File: src/lwts_pkg.sv
`timescale 1ns / 1ps
package lwts_pkg;

  // Fixed register field widths
  localparam int TARGET_W   = 26;
  localparam int APB_ADDR_W = 2;
  localparam int APB_DATA_W = 32;

  // Register byte addresses
  localparam logic [APB_ADDR_W-1:0] ADDR_TARGET = 2'd0;

  // Controller states
  typedef enum logic [2:0] {
    ST_IDLE,
    ST_EVAL,
    ST_FETCH,
    ST_SUB,
    ST_FINISH
  } state_t;

  // Controller to datapath
  typedef struct packed {
    logic accept;   // take the input value into the window
    logic check;    // compare window length with best length
    logic shrink;   // drop the oldest value from the window
    logic finish;   // load the result and clear the array state
  } cmd_t;

  // Datapath to controller
  typedef struct packed {
    logic gt;        // window sum above target and window not empty
    logic last;      // current value ends the array
    logic out_free;  // result register can take a new result
  } stat_t;

endpackage

File: src/lwts_ctrl.sv
`timescale 1ns / 1ps
module lwts_ctrl import lwts_pkg::*; (
  input  logic  clk,
  input  logic  rst,
  input  logic  in_valid,
  output logic  in_stall,
  input  stat_t stat,
  output cmd_t  cmd
);

  state_t state;
  state_t state_next;

  // State register
  always_ff @(posedge clk) begin
    if (rst) begin
      state <= ST_IDLE;
    end else begin
      state <= state_next;
    end
  end

  // Next state
  always_comb begin
    state_next = state;
    case (state)
      ST_IDLE: begin
        if (in_valid) begin
          state_next = ST_EVAL;
        end
      end
      ST_EVAL: begin
        if (stat.gt) begin
          state_next = ST_FETCH;
        end else if (stat.last) begin
          state_next = ST_FINISH;
        end else begin
          state_next = ST_IDLE;
        end
      end
      ST_FETCH: state_next = ST_SUB;
      ST_SUB:   state_next = ST_EVAL;
      ST_FINISH: begin
        if (stat.out_free) begin
          state_next = ST_IDLE;
        end
      end
      default: state_next = ST_IDLE;
    endcase
  end

  // Outputs
  always_comb begin
    in_stall   = 1'b1;
    cmd        = '0;
    case (state)
      ST_IDLE: begin
        in_stall   = 1'b0;
        cmd.accept = in_valid;
      end
      ST_EVAL:   cmd.check  = !stat.gt;
      ST_FETCH:  cmd        = '0;
      ST_SUB:    cmd.shrink = 1'b1;
      ST_FINISH: cmd.finish = stat.out_free;
      default:   cmd        = '0;
    endcase
  end

endmodule

File: config.mk
export PLATFORM = sky130hd
export DESIGN_NAME = lwts_ctrl
export DESIGN_NICKNAME = d
export VERILOG_FILES = /design/src/lwts_pkg.sv /design/src/lwts_ctrl.sv
export SDC_FILE = /design/constraint.sdc
export NUM_CORES = 1
export LEC_CHECK = 0
export BUFFER_PORTS_ARGS = -buffer_cell sky130_fd_sc_hd__buf_4
export CAP_MARGIN = 20
export CORE_AREA = 2 2 39 41
export DETAILED_ROUTE_END_ITERATION = 12
export DIE_AREA = 0 0 41 43
export PLACE_DENSITY = 0.31
export SLEW_MARGIN = 20
export SYNTH_ARGS = -nofsm -noshare
export SYNTH_HDL_FRONTEND = slang
export SYNTH_SLANG_ARGS = --single-unit
File: constraint.sdc
create_clock -name clk -period 1.3 [get_ports clk]
set_input_delay 0.195 -clock clk [delete_from_list [all_inputs] [get_ports clk]]
set_output_delay 0.195 -clock clk [all_outputs]
set_load 0.01 [all_outputs]
After elaboration in Yosys (flattened, before gate mapping)
Cells that the tools add are included.
W data, S select, Z words.
{ "word_totals": {"regBits": 3, "latch_bits": 0, "mem_bits_rw": 0, "mem_bits_ro": 0, "inputBits": 6, "output_inout_bits": 5, "wordCells": 20, "mem_count": 0} }
{ "op_classes": {"add_sub_neg": 0, "multipliers": 0, "div_mod_pow": 0, "n_lt_le_gt_ge": 0, "eq_ne": 6, "n_shift": 0, "n_mux": 10, "n_bitwise": 0, "n_reduce_logical": 3} }
{ "op_table": {"columns": ["op", "count"], "rows": [
  ["$pmux W3 S5", 1],
  ["$mux W3", 4],
  ["$eq A3 B2 Y1 const B", 2],
  ["$mux W1", 5],
  ["$ne A2 B2 Y1 const B", 2],
  ["$eq A3 B1 Y1 const B", 1],
  ["$eq A3 B3 Y1 const B", 1],
  ["$logic_not A3 Y1", 1],
  ["$reduce_and A2 Y1", 1],
  ["$logic_not A1 Y1", 1]
]} }

Longest topological paths before layout
{ "logic_depth": {"word_depth": 3, "depth_mapped": 3, "depth_no_buf": 2} }

Worst setup path before layout
Ideal clock, no wire load.
{ "synth_path": {"path_kind": "register to output", "start": "register state[1]", "end": "output port cmd[2] (netlist bit)", "arrival_time_ps": 936, "required_ps": 1105, "slack_ps": 169, "stages_incl_launch_ff": 3, "n_path_buf": 1, "cell_sequence": "dfxtp_1 > clkbuf_1 > nor4b_1"} }
{ "synth_rtl": {"columns": ["element", "line_no", "source"], "rows": [
  ["from (decl)", "lwts_ctrl.sv:11", "state_t state;"],
  ["from (signal assigned)", "lwts_ctrl.sv:19", "state <= state_next;"],
  ["to (decl)", "lwts_ctrl.sv:8", "output cmd_t cmd"]
]} }

Final worst setup path
{ "layout_path": {"start": "register state[1]", "end": "output port in_stall"} }
{ "layout_via": {"elab_chain_cells": 2} }
{ "layout_rtl": {"columns": ["element", "line_no", "source"], "rows": [
  ["$logic_not A3 Y1", "lwts_ctrl.sv:56", "case (state)"],
  ["$mux W1", "lwts_ctrl.sv:56", null],
  ["to (decl)", "lwts_ctrl.sv:6", "output logic in_stall,"]
]} }
No other way between the ends.

==> impl_metrics.py <==
metrics = {
    "floorplanning": {
        "initial_core_util": 0.130,
        "coreArea_mm2": 0.00138,
        "die-height_um": 43,
        "dieArea_mm2": 0.00176,
        "io_pins": 11,
        "rows": 14,
        "die_w_um": 41,
    },
    "setup_path": {
        "crit_type": "reg2out",
        "crit_chain": "or3_4, buf_6",
        "crit_fanout": 9,
        "r2r_start": "state[2]",
        "max_stage_delay_ns": 0.37,
        "rrSetupSlack_ns": 0.16,
        "startpoint_type": "register",
        "slowest_stage": "dfxtp_4",
        "endpoint_kind": "primary output",
        "reg2reg_to": "state[2]",
        "rr_worst_depth": 3,
        "crit_arrival_ns": 1.10,
        "worst-endpoint-required_ns": 1.11,
    },
    "placement": {
        "portBuffers": 10,
        "place_congestion": 0.576,
    },
    "clock_tree": {
        "cts-buffers-inserted": 3,
        "clockBufferDepth": 2,
        "h-tree-depth": 1,
        "cts_tree": "built",
        "clock_latency_ns": 0.23,
        "root_buffer": "clkbuf_4",
        "clk_pin_slew_ns": 0.04,
        "ctsHoldBuffers": 0,
        "cts.sinks": 3,
    },
    "yosys": {
        "yosys_register_bits": 3,
        "synth_cell_types": 16,
        "synth_area_um2": 180,
        "yosysTopAreaCell": "dfxtp_1",
        "yosysWarnings": 0,
        "ys_seq_area_frac": 0.333,
        "synth_cells": 19,
        "netlist.area_leader.share": 0.333,
        "synth_nets": 25,
        "synth_area_per_cell_um2": 9.48,
        "yosys-top-cells-area": "dfxtp_1 (33%), nand4bb_2 (9.0%), a211oi_2 (6.9%)",
    },
    "final_layout": {
        "num-nets-final": 42,
        "insertedDiodeCount": 0,
        "regMostFlops": "state",
        "post-route-util": 0.254,
        "final_common_cell": "buf_4",
        "fillers": 163,
        "largestRegisters": "state: 3 flops",
        "mostFrequentLayoutCells": "buf_4 (12), clkbuf_4 (3), nor2_1 (2), dfxtp_4 (2)",
        "drive_gt1_frac": 0.714,
        "multi_input_area_um2": 135,
        "largest_reg_flops": 3,
        "syn_to_final_growth_pct": 95.1,
        "ff_latch_area_um2": 68.8,
    },
    "global_routing": {
        "grt.total_usage": 0.0702,
        "antenna_found_initial": 0,
        "gr-total-overflow": 0,
        "grt_pass1_wl_um": 759,
        "grt_pass1_vias": 185,
        "grt_max_degree": 10,
    },
    "sta": {
        "period_minus_slack_ns": 1.29,
        "post-route-period-util": 0.994,
        "finalHoldViolations": 0,
        "rsz0062_at_grt": "yes",
        "fin_skew_ns": 0.000562,
        "setup_viol": 0,
        "fmax_ghz": 0.774,
        "max-slew-margin-rel": 0.851,
        "worst_pin_slew_ns": 0.221,
        "setup_tns_ns": 0,
        "slew_violations": 0,
    },
    "detailed_routing": {
        "wirelength_um": 540,
        "post_drt_wl_per_cell_um": 10.6,
        "ant_nets": 0,
        "first_pass_iters": 2,
        "routed_via_density": 4.04,
        "num_vias": 206,
        "first_iter_violations": 5,
        "drc": 0,
    },
    "run_status": {
        "status": "finished, final reports clean",
    },
    "run": {
        "maxCapViolCount": 0,
    },
    "power_and_ir_drop": {
        "p_leak_nw": 0.147,
        "power_density_mw_per_mm2": 975,
        "ir_drop_uv": 473,
    },
    "hold_path": {
        "hold_path_depth": 2,
        "hp-class": "in2reg",
        "worstHoldStart": "rst",
        "holdPathEnd": "state[2]",
    },
}
==> cells by family (layout without fill, tap and decap cells) <==
kind of cell	after synthesis	after routing	share of synthesized area
AO/OA/AOI/OAI	3	3	0.153
buffers and inverters	1	17	0.0208
flip-flops	3	3	0.333
AND/OR/NAND/NOR	12	12	0.493
==> what timing repair did <==
item,in CTS,in global routing
buffers inserted,1,2
endpoints found under the setup margin,3,3
gates resized for setup,3,7
hold endpoints to repair,0,0
==> metal layers <==
layer | routed length, um | global-route usage
met1 | 246 | 0.0801
met2 | 243 | 0.0750
met3 | 51 | 0.0628
met4 | 0 | 0.0600
met5 | 0 | 0
==> synthesized netlist by cell type <==
library cell and number:
nand2_1 1, or3b_1 1, clkbuf_1 1, nor2b_1 1, nor2_1 2, nand2b_1 1, nor3b_1 1, nor4b_1 1
nand4bb_2 1, o21a_1 1, or3_1 1, nor4bb_1 1, a21boi_1 1, a211oi_2 1, dfxtp_1 3, nand3b_1 1
==> power by group <==
group | internal (mW) | switching, mW | leakage (nW)
Sequential | 0.0962 | 0.0132 | 0.0264
Clock | 0.115 | 0.0493 | 0.0150
Combinational | 0.0474 | 0.0217 | 0.105
==> worst max-delay path by stage <==
stage                  start  endpoint  slack [ns]
detailed placement  state[0]    cmd[3]        0.19
global route        state[2]  in_stall       -0.02
CTS                 state[0]    cmd[3]       0.002
floorplan           state[1]    cmd[2]        0.17
finish              state[1]  in_stall       0.008
global placement    state[0]    cmd[3]        0.16
==> area by class of cell <==
class                           instances  area share
Sequential cell                         3       0.196
Tap cell                               16      0.0569
Clock buffer                            4      0.0747
Timing Repair Buffer                   13       0.288
Multi-Input combinational cell         15       0.384
==> critical path: cells and delay by family (launching register included) <==
| family | cells | cell delay (ns) |
|---|---|---|
| buffers and inverters | 1 | 0.13 |
| DFF | 1 | 0.37 |
| and+or+nand+nor | 1 | 0.37 |
==> metrics by stage <==
step / hold WS, ns / power (mW) / area (um2) / setup WS (ns) / std cells
6_report: 0.119 / 0.343 / 352 / 0.00773 / 51
5_1_grt: 0.107 / 0.368 / 352 / -0.0239 / 51
4_1_cts: 0.108 / 0.346 / 309 / 0.00225 / 49
3_5_place_dp: 0.368 / 0.165 / 272 / 0.188 / 44
3_3_place_gp: 0.365 / 0.166 / 272 / 0.164 / 44
2_1_floorplan: 0.260 / 0.133 / 180 / 0.169 / 19
Power figures use the tool's default switching activity.
